==> src/rtl/stun_mapped_address_parser_macros.svh <==
// assertion macros shared by the stun mapped address parser rtl
`ifndef STUN_MAPPED_ADDRESS_PARSER_MACROS_SVH
`define STUN_MAPPED_ADDRESS_PARSER_MACROS_SVH

// same-cycle implication, sampled on clk, off while rst_n is low
`define SMAP_ASSERT_IMPLIES(label, ante, cons, msg) \
  label: assert property (@(posedge clk) disable iff (!rst_n) (ante) |-> (cons)) \
    else $error(msg);

// next-cycle implication, sampled on clk, off while rst_n is low
`define SMAP_ASSERT_NEXT(label, ante, cons, msg) \
  label: assert property (@(posedge clk) disable iff (!rst_n) (ante) |=> (cons)) \
    else $error(msg);

`endif

==> src/rtl/smap_pkg.sv <==
// shared types and constants of the stun mapped address parser
package smap_pkg;

  localparam int SMAP_COUNT_BITS = 16;

  localparam int unsigned HEADER_BYTES = 20;
  localparam int unsigned COOKIE_FIRST = 4;
  localparam int unsigned COOKIE_LAST  = 7;
  localparam logic [31:0] COOKIE       = 32'h2112A442;
  localparam logic [15:0] COOKIE_HIGH  = 16'h2112;
  localparam logic [7:0]  FAMILY_IPV4  = 8'h01;
  localparam logic [15:0] MIN_ADDR_LEN = 16'd8;

  localparam logic [15:0] XOR_TYPE_RESET   = 16'h0020;
  localparam logic [15:0] PLAIN_TYPE_RESET = 16'h0001;

  localparam logic KIND_XOR   = 1'b0;
  localparam logic KIND_PLAIN = 1'b1;

  typedef enum logic [1:0] {
    ST_FOUND      = 2'd0,
    ST_SHORT      = 2'd1,
    ST_BAD_COOKIE = 2'd2,
    ST_NO_ADDR    = 2'd3
  } status_t;

  typedef enum logic [0:0] {
    REG_XOR_TYPE   = 1'b0,
    REG_PLAIN_TYPE = 1'b1
  } cfg_reg_t;

  typedef enum logic [2:0] {
    PH_HEADER   = 3'd0,
    PH_ATTR_HDR = 3'd1,
    PH_VALUE    = 3'd2,
    PH_PAD      = 3'd3,
    PH_DONE     = 3'd4
  } phase_t;

  typedef struct packed {
    status_t     status;
    logic        kind;
    logic [31:0] addr;
    logic [15:0] port;
  } smap_result_t;

  // cookie byte at header offset 4 + idx, most significant first
  function automatic logic [7:0] cookie_byte(input logic [1:0] idx);
    logic [7:0] b;
    unique case (idx)
      2'd0: b = COOKIE[31:24];
      2'd1: b = COOKIE[23:16];
      2'd2: b = COOKIE[15:8];
      2'd3: b = COOKIE[7:0];
      default: b = COOKIE[7:0];
    endcase
    return b;
  endfunction

endpackage

==> src/rtl/smap_walker.sv <==
// per-byte header check and attribute walk, holds the message state
module smap_walker #(
  parameter int COUNT_BITS = smap_pkg::SMAP_COUNT_BITS
) (
  input  logic                 clk,
  input  logic                 rst_n,
  input  logic                 step,
  input  logic [7:0]           data_byte,
  input  logic                 last_byte,
  input  logic [15:0]          xor_type,
  input  logic [15:0]          plain_type,
  output smap_pkg::smap_result_t result
);
  import smap_pkg::*;

  logic [COUNT_BITS-1:0] count_r, count_nxt;
  logic                  cookie_bad_r, cookie_bad_nxt;
  phase_t                phase_r, phase_nxt;
  logic [15:0]           type_r, type_nxt;
  logic [15:0]           len_r, len_nxt;
  logic [15:0]           offset_r, offset_nxt;
  logic [1:0]            pad_r, pad_nxt;
  logic [7:0]            family_r, family_nxt;
  logic [15:0]           port_r, port_nxt;
  logic [31:0]           addr_r, addr_nxt;
  logic                  kind_r, kind_nxt;

  logic [COUNT_BITS-1:0] pos;
  logic [15:0]           off_inc;
  logic [15:0]           len_now;
  logic [1:0]            pad_calc;
  logic                  is_xor, is_plain;

  always_comb begin
    pos      = count_r;
    off_inc  = offset_r + 16'd1;
    len_now  = {len_r[15:8], data_byte};
    is_xor   = (type_r == xor_type);
    is_plain = (type_r == plain_type);
    pad_calc = 2'(2'd0 - len_r[1:0]);

    count_nxt      = (count_r != '1) ? count_r + 1'b1 : count_r;
    cookie_bad_nxt = cookie_bad_r;
    phase_nxt      = phase_r;
    type_nxt       = type_r;
    len_nxt        = len_r;
    offset_nxt     = offset_r;
    pad_nxt        = pad_r;
    family_nxt     = family_r;
    port_nxt       = port_r;
    addr_nxt       = addr_r;
    kind_nxt       = kind_r;

    unique case (phase_r)
      PH_HEADER: begin
        if (pos >= COUNT_BITS'(COOKIE_FIRST) && pos <= COUNT_BITS'(COOKIE_LAST)
            && data_byte != cookie_byte(pos[1:0])) begin
          cookie_bad_nxt = 1'b1;
        end
        if (pos >= COUNT_BITS'(HEADER_BYTES - 1)) begin
          phase_nxt  = PH_ATTR_HDR;
          offset_nxt = '0;
        end
      end
      PH_ATTR_HDR: begin
        offset_nxt = off_inc;
        unique case (offset_r[1:0])
          2'd0: type_nxt = {data_byte, 8'd0};
          2'd1: type_nxt = {type_r[15:8], data_byte};
          2'd2: len_nxt  = {data_byte, 8'd0};
          2'd3: begin
            len_nxt    = len_now;
            offset_nxt = '0;
            family_nxt = '0;
            port_nxt   = '0;
            addr_nxt   = '0;
            // an empty attribute has no family byte, so it never matches
            phase_nxt  = (len_now == 16'd0) ? PH_ATTR_HDR : PH_VALUE;
          end
          default: ;
        endcase
      end
      PH_VALUE: begin
        if (offset_r == 16'd1) begin
          family_nxt = data_byte;
        end else if (offset_r == 16'd2 || offset_r == 16'd3) begin
          port_nxt = {port_r[7:0], data_byte};
        end else if (offset_r >= 16'd4 && offset_r <= 16'd7) begin
          addr_nxt = {addr_r[23:0], data_byte};
        end
        offset_nxt = off_inc;
        if (off_inc >= len_r) begin
          if ((is_xor || is_plain) && len_r >= MIN_ADDR_LEN
              && family_nxt == FAMILY_IPV4) begin
            kind_nxt  = is_xor ? KIND_XOR : KIND_PLAIN;
            phase_nxt = PH_DONE;
          end else begin
            pad_nxt    = pad_calc;
            phase_nxt  = (pad_calc != 2'd0) ? PH_PAD : PH_ATTR_HDR;
            offset_nxt = '0;
          end
        end
      end
      PH_PAD: begin
        pad_nxt = pad_r - 2'd1;
        if (pad_r == 2'd1) begin
          phase_nxt  = PH_ATTR_HDR;
          offset_nxt = '0;
        end
      end
      PH_DONE: ;
      default: ;
    endcase

    // result as seen after this byte
    result.kind = KIND_XOR;
    result.addr = '0;
    result.port = '0;
    if (count_nxt < COUNT_BITS'(HEADER_BYTES)) begin
      result.status = ST_SHORT;
    end else if (cookie_bad_nxt) begin
      result.status = ST_BAD_COOKIE;
    end else if (phase_nxt == PH_DONE) begin
      result.status = ST_FOUND;
      result.kind   = kind_nxt;
      if (kind_nxt == KIND_XOR) begin
        result.addr = addr_nxt ^ COOKIE;
        result.port = port_nxt ^ COOKIE_HIGH;
      end else begin
        result.addr = addr_nxt;
        result.port = port_nxt;
      end
    end else begin
      result.status = ST_NO_ADDR;
    end
  end

  always_ff @(posedge clk) begin
    if (!rst_n || (step && last_byte)) begin
      count_r      <= '0;
      cookie_bad_r <= 1'b0;
      phase_r      <= PH_HEADER;
      type_r       <= '0;
      len_r        <= '0;
      offset_r     <= '0;
      pad_r        <= '0;
      family_r     <= '0;
      port_r       <= '0;
      addr_r       <= '0;
      kind_r       <= 1'b0;
    end else if (step) begin
      count_r      <= count_nxt;
      cookie_bad_r <= cookie_bad_nxt;
      phase_r      <= phase_nxt;
      type_r       <= type_nxt;
      len_r        <= len_nxt;
      offset_r     <= offset_nxt;
      pad_r        <= pad_nxt;
      family_r     <= family_nxt;
      port_r       <= port_nxt;
      addr_r       <= addr_nxt;
      kind_r       <= kind_nxt;
    end
  end

endmodule

==> src/rtl/stun_mapped_address_parser.sv <==
// top level of the stun mapped address parser: input register, walker, result register
// Takes a STUN response one byte per item, the final byte flagged by in_last_byte, and
// gives one result item for each message: status, address kind, IPv4 address and port,
// with the XOR kind already un-XORed against the magic cookie. Sustained rate is one byte
// per clock; input is held off only while a final byte waits behind a result not yet
// taken. A byte is held in the input register, then the walker updates its state from
// it; the result of a message and out_valid are loaded in the cycle its final byte is
// processed. The attribute type codes are set through the cfg port; the user must do
// so while no message is in flight, as the block itself does not enforce it.
module stun_mapped_address_parser #(
  parameter int COUNT_BITS = smap_pkg::SMAP_COUNT_BITS
) (
  input  logic                 clk,
  input  logic                 rst_n,
  input  logic                 in_valid,
  output logic                 in_ready,
  input  logic [7:0]           in_data_byte,
  input  logic                 in_last_byte,
  output logic                 out_valid,
  input  logic                 out_ready,
  output logic [1:0]           out_status,
  output logic                 out_address_kind,
  output logic [31:0]          out_public_address,
  output logic [15:0]          out_mapped_port,
  input  logic                 cfg_we,
  input  smap_pkg::cfg_reg_t   cfg_index,
  input  logic [15:0]          cfg_wdata
);
  import smap_pkg::*;
  `include "stun_mapped_address_parser_macros.svh"

  logic         s1_valid_r, s1_valid_nxt;
  logic [7:0]   s1_byte_r;
  logic         s1_last_r;
  logic         proc_go;
  logic         out_valid_r, out_valid_nxt;
  logic         load_out;
  smap_result_t res_r;
  smap_result_t walk_res;
  logic [15:0]  xor_type_r;
  logic [15:0]  plain_type_r;

  // a non-final byte never waits on the output side
  assign proc_go  = s1_valid_r && (!s1_last_r || !out_valid_r || out_ready);
  assign in_ready = !s1_valid_r || proc_go;
  assign load_out = proc_go && s1_last_r;

  always_comb begin
    s1_valid_nxt  = (in_valid && in_ready) ? 1'b1 : (proc_go ? 1'b0 : s1_valid_r);
    out_valid_nxt = load_out ? 1'b1 : (out_ready ? 1'b0 : out_valid_r);
  end

  always_ff @(posedge clk) begin
    if (!rst_n) begin
      s1_valid_r  <= 1'b0;
      out_valid_r <= 1'b0;
    end else begin
      s1_valid_r  <= s1_valid_nxt;
      out_valid_r <= out_valid_nxt;
    end
  end

  always_ff @(posedge clk) begin
    if (in_valid && in_ready) begin
      s1_byte_r <= in_data_byte;
      s1_last_r <= in_last_byte;
    end
    if (load_out) begin
      res_r <= walk_res;
    end
  end

  always_ff @(posedge clk) begin
    if (!rst_n) begin
      xor_type_r   <= XOR_TYPE_RESET;
      plain_type_r <= PLAIN_TYPE_RESET;
    end else if (cfg_we) begin
      unique case (cfg_index)
        REG_XOR_TYPE:   xor_type_r   <= cfg_wdata;
        REG_PLAIN_TYPE: plain_type_r <= cfg_wdata;
        default: ;
      endcase
    end
  end

  smap_walker #(
    .COUNT_BITS (COUNT_BITS)
  ) u_walker (
    .clk        (clk),
    .rst_n      (rst_n),
    .step       (proc_go),
    .data_byte  (s1_byte_r),
    .last_byte  (s1_last_r),
    .xor_type   (xor_type_r),
    .plain_type (plain_type_r),
    .result     (walk_res)
  );

  assign out_valid          = out_valid_r;
  assign out_status         = res_r.status;
  assign out_address_kind   = res_r.kind;
  assign out_public_address = res_r.addr;
  assign out_mapped_port    = res_r.port;

  `SMAP_ASSERT_IMPLIES(a_zero_unless_found, out_valid_r && res_r.status != ST_FOUND,
    res_r.kind == KIND_XOR && res_r.addr == 32'd0 && res_r.port == 16'd0,
    "fields not zero on a failed result")
  `SMAP_ASSERT_NEXT(a_final_loads_out, load_out, out_valid_r,
    "final byte did not produce a result")
  `SMAP_ASSERT_NEXT(a_held_byte_stays, s1_valid_r && !proc_go,
    s1_valid_r && $stable(s1_byte_r) && $stable(s1_last_r), "held byte lost")
  `SMAP_ASSERT_IMPLIES(a_stall_reason, !in_ready,
    s1_valid_r && s1_last_r && out_valid_r && !out_ready,
    "input stalled without a waiting result")

endmodule

==> config.mk <==
export PLATFORM = sky130hd
export DESIGN_NAME = stun_mapped_address_parser
export DESIGN_NICKNAME = d
export VERILOG_FILES = /design/src/rtl/smap_pkg.sv /design/src/rtl/smap_walker.sv /design/src/rtl/stun_mapped_address_parser.sv
export VERILOG_INCLUDE_DIRS = /design/src /design/src/rtl
export SDC_FILE = /design/constraint.sdc
export NUM_CORES = 1
export LEC_CHECK = 0
export ABC_AREA = 1
export BUFFER_PORTS_ARGS = -buffer_cell sky130_fd_sc_hd__clkbuf_2
export CAP_MARGIN = 20
export CORE_MARGIN = 2
export CORE_UTILIZATION = 55
export DETAILED_ROUTE_END_ITERATION = 10
export MAX_ROUTING_LAYER = met4
export PLACE_DENSITY_LB_ADDON = 0.12
export SYNTH_ARGS = -nofsm -noshare
export SYNTH_HDL_FRONTEND = slang
export SYNTH_SLANG_ARGS = --single-unit
export TNS_END_PERCENT = 20
==> constraint.sdc <==
create_clock -name clk -period 3.6 [get_ports clk]
set_input_delay 0 -clock clk [delete_from_list [all_inputs] [get_ports clk]]
set_output_delay 0 -clock clk [all_outputs]
set_load 0.02 [all_outputs]
Yosys cells after proc, flatten, opt, wreduce, memory -nomap -nowiden
Cells that the tools add are included.
{ "totals": {"word_cells": 153, "reg_bits": 221, "out_inout_bits": 53, "inputBits": 31} }
{ "classes": {"order_cmp": 8, "n_reduce_logical": 40, "eq_ne": 24, "bitwise": 6, "n_addsub": 4, "n_mux": 48} }
{ "op_table": {"columns": ["operator", "n"], "rows": [
  ["$mux W16", 9],
  ["$mux W32", 4],
  ["$pmux W16 S2", 3],
  ["$pmux W16 S4", 1],
  ["$pmux W32 S2", 1],
  ["$mux W46", 1],
  ["$add A16 B1 Y16 const B", 2],
  ["$eq A16 B16 Y1", 2],
  ["$eq A16 B2 Y1 const B", 2],
  ["$ge A16 B3 Y1 const B", 2],
  ["$le A16 B3 Y1 const B", 2],
  ["$mux W8", 4],
  ["$pmux W8 S4", 1],
  ["$eq A16 B1 Y1 const B", 1],
  ["$ge A16 B16 Y1", 1],
  ["$ge A16 B4 Y1 const B", 1],
  ["$ge A16 B5 Y1 const B", 1],
  ["$logic_not A16 Y1", 1],
  ["$lt A16 B5 Y1 const B", 1],
  ["$ne A16 B16 Y1 const B", 1],
  ["$pmux W8 S2", 1],
  ["$reduce_and A4 Y1", 4],
  ["$mux W3", 5],
  ["$reduce_bool A2 Y1", 7],
  ["other kinds (27)", 72]
]} }

Depth between registers and ports, before layout
Gate-level depths: netlist (run 1).
{ "depth": {"word_depth": 11, "mapped_depth": 24, "ltp_nobuf": 23} }

Cells and area by module
From an unflattened synthesis (run 1), not the netlist that was laid out.
{ "unflattened": {"hier_cells": 1509, "area_unflattened_um2": 11283.3} }
{ "modules_own_cells": {"columns": ["mod", "area_per_inst_um2", "n_inst", "seq_area_each_um2", "cells_per_inst"], "rows": [
  ["smap_walker", 8225.4, 1, 2542.4, 1291],
  ["stun_mapped_address_parser", 3057.9, 1, 2482.4, 218]
]} }

Least setup slack after synthesis (run 1)
OpenSTA, ideal clock, no wires.
{ "synth_path": {"path_kind": "register to register", "startpoint": "register u_walker.offset_r[0]", "endpoint": "register res_r, in the netlist out_public_address[24], data pin", "setup_ns": 0.254, "required_time_ns": 3.346, "stages_incl_launch_ff": 23, "t_arrival_ns": 3.233, "slack_ns": 0.113, "path_cell_list": "dfxtp_1 -> ha_1 -> nand3_1 -> nor3_1 -> inv_1 -> nor4_1 -> nand4_1 -> xnor2_1 -> ha_1 -> nand2_1 -> inv_1 -> nand3_1 -> nor3_1 -> nand3_1 -> nand3_1 -> nand2_1 -> nor2_2 -> nand3_2 -> clkbuf_1 -> nand3_1 -> nand2_1 -> inv_2 -> nor2_4"} }
{ "synth_between": {"elab_chain_cells": 11} }
{ "synth_rtl": {"columns": ["item", "line", "source"], "rows": [
  ["start: declaration", "smap_walker.sv:21", "logic [15:0] offset_r, offset_nxt;"],
  ["start signal: assignment", "smap_walker.sv:157", "offset_r <= offset_nxt;"],
  ["branches (longest 11 deep; another with $add A16 B1 Y16)", null, null],
  ["end signal: assignment", "stun_mapped_address_parser.sv:69", "res_r <= walk_res;"],
  ["end: declaration", "stun_mapped_address_parser.sv:38", "smap_result_t res_r;"]
]} }
Parallel ways; which one is timed is not known. The select of a mux whose other input is x is not followed.
A chain may end at the register's enable or synchronous reset.

Worst setup path after layout (run 1)
{ "layout_path": {"startpoint": "register u_walker.offset_r[0]", "endpoint": "register res_r, in the netlist out_address_kind, data pin"} }
Same word-level chain as after synthesis.

==> run_results.csv, run 1 <==
group,metric,value,unit
synth,syn_nets,1604,
floorplan,floorplan.die.height,147.5,um
synth,async_reset_ff_frac,0,
cts,clockBufferDepth,3,
timing,finalCritPeriodShare,0.9404,
setup_path,required,3.87,ns
setup_path,rrSetupSlack,0.21,ns
setup_path,crit_buf_inv,5,
synth,synth-main-ff-cell,"dfxtp_1",
setup_path,r2r_start,"u_walker.offset_r[0]",
detailed_routing,drtIter0Drc,702,
power,switching_share,0.2437,
synth,yosysWarnings,0,
synth,synth_area_leaders,"dfxtp_1, edfxtp_1, nand2_1, inv_1, a21oi_1",
timing,max_freq,295.4,MHz
setup_path,worstRegToRegCells,23,
outcome,status,"finished, final reports clean",
timing,maxSlewHeadroom,0.4297,
timing,maxSlewViolCount,0,
detailed_routing,drt_first_pass_iters,5,
min_path,hold_depth,4,
setup_path,startpoint_type,"flip-flop",
setup_path,end_kind,"flip-flop",
run,max-cap-violations,0,
placement,dp.final_hpwl,18840,um
floorplan,ios,84,
timing,setup_violations,0,
timing,hold_viol_final,0,
power,p_comb_frac,0.099,
synth,synth_top_cell_by_area,"dfxtp_1",
min_path,hold_class,"in -> reg",
global_route,grt_pass1_wl,45200,um
floorplan,die_area,21760,um2
timing,tightest_slew,0.8546,ns
placement,gp_congestion,0.9158,
synth,synthCells,1542,
power,powerDensity,438.1,nW/um2
floorplan,core-area,20230,um2
power,irDropWorstVdd,0.4090,mV
cells_and_area,final_nets,1721,
detailed_routing,routed_wl,28330,um
cts,clk_latency,0.52,ns
synth,netlist.area_leader.share,0.2845,
setup_path,regToRegEndpoint,"out_address_kind",
timing,setup_tns,0,ns
power,net-switching-power,1437,uW
synth,syn_area,11330,um2
setup_path,critPathTopFamily,"simple AND/OR/NAND/NOR gates",
cells_and_area,final_cell_count_no_fill,1947,
synth,yosysMostFrequentCell,"nand2_1",
cells_and_area,drive_gt1_frac,0.1181,
global_route,grt_start_max_net_pins,122,
setup_path,cp.arrival,3.65,ns
detailed_routing,viasPerCell,5.207,
placement,dpl.cell_count,1864,
synth,synth.distinct_cells,42,
setup_path,cp_slowest_cell,"dfxtp_1",
cts,path_clk_slew,0.06,ns
cts,numCtsBuffers,24,
synth,ys_top_cells_by_count,"nand2_1, inv_1, nor2_1",
cells_and_area,diodes,0,
cts,cts_tree,"yes",
synth,syn_area_per_cell,7.346,um2
setup_path,cp_common_cell,"nand2_1",
detailed_routing,drc,0,
timing,grt_setup_unrepaired,"yes",
min_path,min_to,"xor_type_r[4]",
floorplan,initial_core_util,0.5598,
floorplan,rows,52,
power,pwr-share-clk,0.444,
cts,numClockSinks,221,
detailed_routing,antenna_left,0,
global_route,antenna_found_initial,0,
setup_path,path_cells,"buf_4 -> nand2_1 -> nor2_2 -> nand4_1 -> nor2_2 -> nand3_2 -> nor3_2 -> xor2_1 -> ha_1 -> nand2_1 -> inv_1 -> nand3_1 -> inv_1 -> a21oi_1 -> nand3_2 -> nand2_1 -> nand2_1 -> nand2_1 -> nand2_2 -> nand4_4 -> buf_12 -> clkbuf_16 -> nor2_1",
global_route,grt_pass1_vias,9288,
floorplan,die_w,147.5,um
cells_and_area,final_core_util,0.6650,
global_route,grt-ovfl-total,0,
synth,synth_edf_count,60,
detailed_routing,wl_per_cell,14.55,um
timing,fin_skew,0.01730,ns
power,seq_power_share,0.457,
cells_and_area,syn2layout_area_growth,18.80,%
setup_path,worstSetupPathType,"reg -> reg",
global_route,track_usage,0.2577,
power,internal_power,4459,uW
synth,seq_area_frac_synth,0.4436,
power,p_leak,0.006151,uW
min_path,holdCritStartpoint,"cfg_index",
synth,ys_ff_latch,221,
detailed_routing,num_vias,10140,
timing,fin_crit,3.385,ns
power,p_total,5895,uW
setup_path,critical_path.max_fanout,7,
setup_path,slowest_delay,0.33,ns
cts,cts-root-buf,"clkbuf_16",
placement,io_buffers,83,
cts,cts_max_level,1,
[area by class of cell]
class                   instances  area (um2)
well taps                     270       337.8
flip-flops and latches        221        5025
repair buffers                148        1110
clock buffers                  36       738.2
multi-input cells             977        5057
clock inverters                 8       111.4
fillers                      1757        6778
inverters                     287        1077
[power by group through the flow]
stage	logic (uW)	clock network (uW)	registers, uW
finish	581	2620	2690
global placement	532	0	2740
global route	656	2760	2700
detailed placement	541	0	2750
CTS	570	2650	2690
floorplan	382	0	2750
[how the worst max path moves through the flow]
stage / startpoint / endpoint / slack (ns) / depth (start not counted)
finish: u_walker.offset_r[0] / out_address_kind / 0.21 / 23
CTS: u_walker.offset_r[1] / out_public_address[1] / 0.05 / 22
floorplan: u_walker.offset_r[0] / out_public_address[24] / 0.11 / 22
detailed placement: u_walker.offset_r[1] / out_public_address[1] / 0.03 / 22
global route: u_walker.offset_r[1] / out_public_address[13] / -0.04 / 22
global placement: u_walker.offset_r[1] / out_public_address[24] / 0.14 / 22
[metrics by stage]
step           setup WS [ns]  cell area (um2)  hold WS (ns)
2_1_floorplan         0.1132            11330       0.09887
3_3_place_gp          0.1446            12050        0.1794
3_5_place_dp         0.02749            12050        0.1796
6_report              0.2145            13460      0.009547
4_1_cts              0.04626            13200       0.01524
5_1_grt             -0.04425            13460       0.07702
[state kept, by name (all words and copies together) (netlist names)]
signal                 count
out_valid                  1
u_walker.cookie_bad_r      1
out_mapped_port           16
u_walker.addr_r           32
s1_byte_r                  8
out_status                 2
xor_type_r                16
plain_type_r              16
u_walker.port_r           16
u_walker.pad_r             2
u_walker.family_r          8
u_walker.len_r            16
s1_last_r                  1
s1_valid_r                 1
u_walker.offset_r         16
u_walker.kind_r            1
u_walker.count_r          16
u_walker.phase_r           3
out_address_kind           1
out_public_address        32
u_walker.type_r           16
[metal layers]
layer | global-route usage | vias up | wire length, um
met2 | 0.4133 | 287 | 12920
met3 | 0.02654 | 42 | 1674
li1 | - | 5152 | -
met1 | 0.3549 | 4658 | 13170
met5 | - | - | 0
met4 | 0.06058 | 0 | 557
[repair_timing]
action | in CTS | in global routing
endpoints found under the hold margin | 43 | 0
cloned | 0 | 5
gates resized for setup | 2 | 18
hold buffers | 29 | 0
endpoints found under the setup margin | 15 | 64
pin swaps | 0 | 5
buffers inserted | 0 | 4
[cell usage in the layout (no fill, tap or decap), types with 3 or more instances in the layout]
| master | count |
|---|---|
| clkbuf_16 | 29 |
| edfxtp_1 | 60 |
| nand2_1 | 285 |
| nor3_2 | 5 |
| nor2_4 | 12 |
| nand2_4 | 3 |
| buf_12 | 4 |
| o21ai_0 | 99 |
| dlygate4sd3_1 | 29 |
| ha_1 | 31 |
| nand3_1 | 56 |
| clkinv_1 | 5 |
| buf_4 | 26 |
| a21oi_1 | 135 |
| a211oi_1 | 8 |
| o211ai_1 | 3 |
| dfxtp_1 | 161 |
| nor4_1 | 4 |
| nand4_1 | 13 |
| nand2_2 | 4 |
| clkbuf_2 | 83 |
| o21ai_1 | 13 |
| nand3_2 | 4 |
| nor2_1 | 176 |
| inv_1 | 280 |
| clkbuf_1 | 5 |
| xor2_1 | 40 |
| bufinv_16 | 3 |
| nor3_1 | 18 |
| inv_2 | 5 |
| clkbuf_8 | 5 |
| o22ai_1 | 49 |
| nor2_2 | 4 |
[logic make-up (layout without fill, tap and decap cells)]
kind of cell / Yosys count / count (layout) / synth area share
xor gates and xnor gates: 42 / 42 / 0.03248
adders and majority gates: 31 / 31 / 0.03424
AOI/OAI and AO/OA: 315 / 315 / 0.1491
DFF: 221 / 221 / 0.4436
buffers and inverters: 344 / 479 / 0.1175
and+or+nand+nor: 589 / 589 / 0.2230
[worst min-delay path: stages]
cell and delay [ns]:
clkbuf_2 0.09, nor2_1 0.16, o21ai_0 0.19, nor2_1 0.05
Power figures use the tool's default switching activity.
==> run 2: changes to the inputs <==
Settings changed: ABC_AREA 1 to unset, CORE_UTILIZATION 55 to 54.
==> run 2 against run 1 <==
- via count shrank 9.2%
- power down 12%
- fmax fell by 3.5%
- hold slack better by 0.026 ns
- core utilization shrank 0.51 points
- flip-flop and latch count stayed put
- critical path type unchanged
- largest cell class unchanged
- highest routed layer unchanged
==> run_results.csv, run 2 <==
group,metric,value,unit
synth,synth-main-ff-cell,"dfxtp_1",
timing,tightest_slew,1.162,ns
global_route,track_usage,0.2657,
cells_and_area,num-fill-cells,1616,
cts,numClockSinks,221,
setup_path,cp.arrival,3.87,ns
placement,dp.final_hpwl,17500,um
detailed_routing,routed_wl,27330,um
cts,numCtsBuffers,23,
min_path,hold_class,"in -> reg",
cells_and_area,layout_commonest_cell,"dfxtp_1",
synth,synth.distinct_cells,65,
setup_path,end_kind,"flip-flop",
detailed_routing,viasPerCell,5.876,
detailed_routing,drc,0,
setup_path,worstSetupPathType,"reg -> reg",
timing,hold_ws,0.03566,ns
timing,setup_tns,0,ns
cells_and_area,drive_gt1_frac,0.1782,
floorplan,core-area,19400,um2
global_route,grt_pass1_vias,8295,
timing,maxSlewViolCount,0,
setup_path,required,3.96,ns
floorplan,rows,51,
cells_and_area,final_core_util,0.6600,
global_route,grt_pass1_wl,43330,um
detailed_routing,drtIter0Drc,802,
run,max-cap-violations,0,
global_route,grt_start_max_net_pins,89,
min_path,hold_depth,5,
outcome,status,"finished, final reports clean",
floorplan,floorplan.die.height,144.3,um
setup_path,worstRegToRegCells,18,
synth,seq_area_frac_synth,0.4730,
timing,setup_violations,0,
global_route,grtUsageMet1,0.3767,
setup_path,critical_path.max_fanout,7,
synth,yosysMostFrequentCell,"dfxtp_1",
cells_and_area,final_nets,1348,
setup_path,r2r_start,"u_walker.offset_r[0]",
cells_and_area,layout_common_cells,"dfxtp_1, nor2_1, nand2_1, a22oi_1, clkbuf_2",
cts,path_clk_slew,0.07,ns
synth,syn_area,10620,um2
setup_path,regToRegEndpoint,"out_mapped_port[13]",
floorplan,ios,84,
placement,gp_congestion,0.9791,
cells_and_area,diodes,0,
global_route,met2_usage,0.4133,
floorplan,die_area,20810,um2
timing,setup_ws,0.09018,ns
setup_path,rrSetupSlack,0.09,ns
placement,dpl.cell_count,1488,
power,powerDensity,406.3,nW/um2
synth,yosysWarnings,0,
cts,clk_latency,0.50,ns
detailed_routing,num_vias,9208,
timing,finalCritPeriodShare,0.9750,
synth,synth_edf_count,60,
min_path,min_to,"xor_type_r[15]",
placement,io_buffers,83,
power,irDropWorstVdd,0.3688,mV
global_route,grt_busiest_layer,"met2",
timing,fin_skew,0.01563,ns
cells_and_area,syn2layout_area_growth,20.52,%
synth,synth_top_cell_by_area,"dfxtp_1",
timing,maxSlewHeadroom,0.2251,
timing,max_freq,284.9,MHz
global_route,antenna_found_initial,0,
placement,dp_slack,-0.1079,ns
cts,clockBufferDepth,3,
min_path,holdCritStartpoint,"cfg_index",
synth,syn_area_per_cell,9.079,um2
synth,ys_ff_latch,221,
cts,cts_tree,"yes",
synth,syn_nets,1232,
timing,fin_crit,3.510,ns
timing,hold_viol_final,0,
detailed_routing,antenna_left,0,
power,p_leak,0.004779,uW
floorplan,die_w,144.3,um
detailed_routing,drt_first_pass_iters,5,
synth,synth_area_leaders,"dfxtp_1, edfxtp_1, a22oi_1, nor2_1, nand2_1",
synth,ys_top_cells_by_count,"dfxtp_1, nor2_1, nand2_1",
floorplan,initial_core_util,0.5476,
synth,synthCells,1170,
cells_and_area,final_cell_count_no_fill,1567,
synth,netlist.area_leader.share,0.3034,
synth,async_reset_ff_frac,0,
global_route,grt-ovfl-total,0,
global_route,grt_util_met3,0.02815,
cts,cts_max_level,1,
setup_path,startpoint_type,"flip-flop",
detailed_routing,wl_per_cell,17.44,um
cts,cts-root-buf,"clkbuf_16",
-- run 2: changes by cell type after synthesis, sizes merged, moves of 20 or more --
cell	previous run	this run
a21boi	1	31
a21oi	136	51
a22oi	0	111
clkbuf	41	75
inv	285	32
nand2	292	133
nand3	60	28
nor2	194	146
nor4	5	25
o21ai	112	33
o22ai	49	1
-- run 2: worst max path at each step --
stage / start / end / slack (ns)
after global routing: u_walker.offset_r[0] / out_mapped_port[13] / -0.06
after global placement: u_walker.offset_r[4] / out_mapped_port[4] / 0.03
after detailed placement: u_walker.offset_r[3] / u_walker.offset_r[6] / -0.11
after floorplan: u_walker.offset_r[0] / out_public_address[18] / 0.03
after CTS: u_walker.offset_r[3] / out_public_address[15] / 0.004
final: u_walker.offset_r[0] / out_mapped_port[13] / 0.09
-- run 2: critical path, cell delays in order, from the launching register on --
cell and delay (ns):
dfxtp_4 0.37, ha_4 0.13, and3_4 0.19, and3_4 0.20, nand3_2 0.11, nor2_4 0.11
nand4_1 0.15, xnor2_2 0.20, ha_4 0.30, nand4_1 0.13, nor4_2 0.16, a32oi_1 0.17
nand2_2 0.13, buf_6 0.11, a31oi_4 0.08, buf_12 0.16, clkbuf_16 0.15, or3_4 0.38
a21oi_2 0.14
-- run 2: power by group --
group	total, uW	switching, uW	internal [uW]
clock network	2310	947	1370
registers	2610	24.9	2580
logic	278	182	95.9
-- run 2: timing repair --
item / CTS / global route
endpoints found under the hold margin: 43 / 0
pin swaps: 0 / 7
setup endpoints to repair: 2 / 69
hold buffers: 28 / 0
setup buffers: 0 / 6
resized for setup: 3 / 35
gates cloned: 0 / 4
-- run 2: cell families (layout without fill, tap and decap cells) --
kind of cell / count (synthesis) / in the layout / synth area share
and+or+nand+nor: 444 / 444 / 0.2011
buffers and inverters: 118 / 250 / 0.04323
muxes: 6 / 6 / 0.006007
DFF: 221 / 221 / 0.4730
adders and majority gates: 31 / 31 / 0.03651
xor gates and xnor gates: 54 / 54 / 0.04452
AOI/OAI and AO/OA: 296 / 296 / 0.1956
-- run 2: cell type report --
class                   instances  area (um2)  share of cell area
clock buffers                  32       633.1             0.04945
clock inverters                 9       95.09            0.007428
inverters                      32       120.1            0.009382
multi-input cells             831        5303              0.4142
flip-flops and latches        221        5034              0.3932
repair buffers                177        1286              0.1005
well taps                     265       331.6             0.02590
-- run 2: per-layer routing --
metal / share of wire / up-vias
met5: 0 / -
met4: 0.024 / 0
met3: 0.060 / 46
met2: 0.46 / 296
met1: 0.45 / 4409
li1: - / 4457
-- run 2: stage by stage --
step	area, um2	power, uW
final	12800	5202
after global routing	12800	5368
after CTS	12530	5228
after detailed placement	11510	2912
after global placement	11510	2909
after floorplan	10650	2811
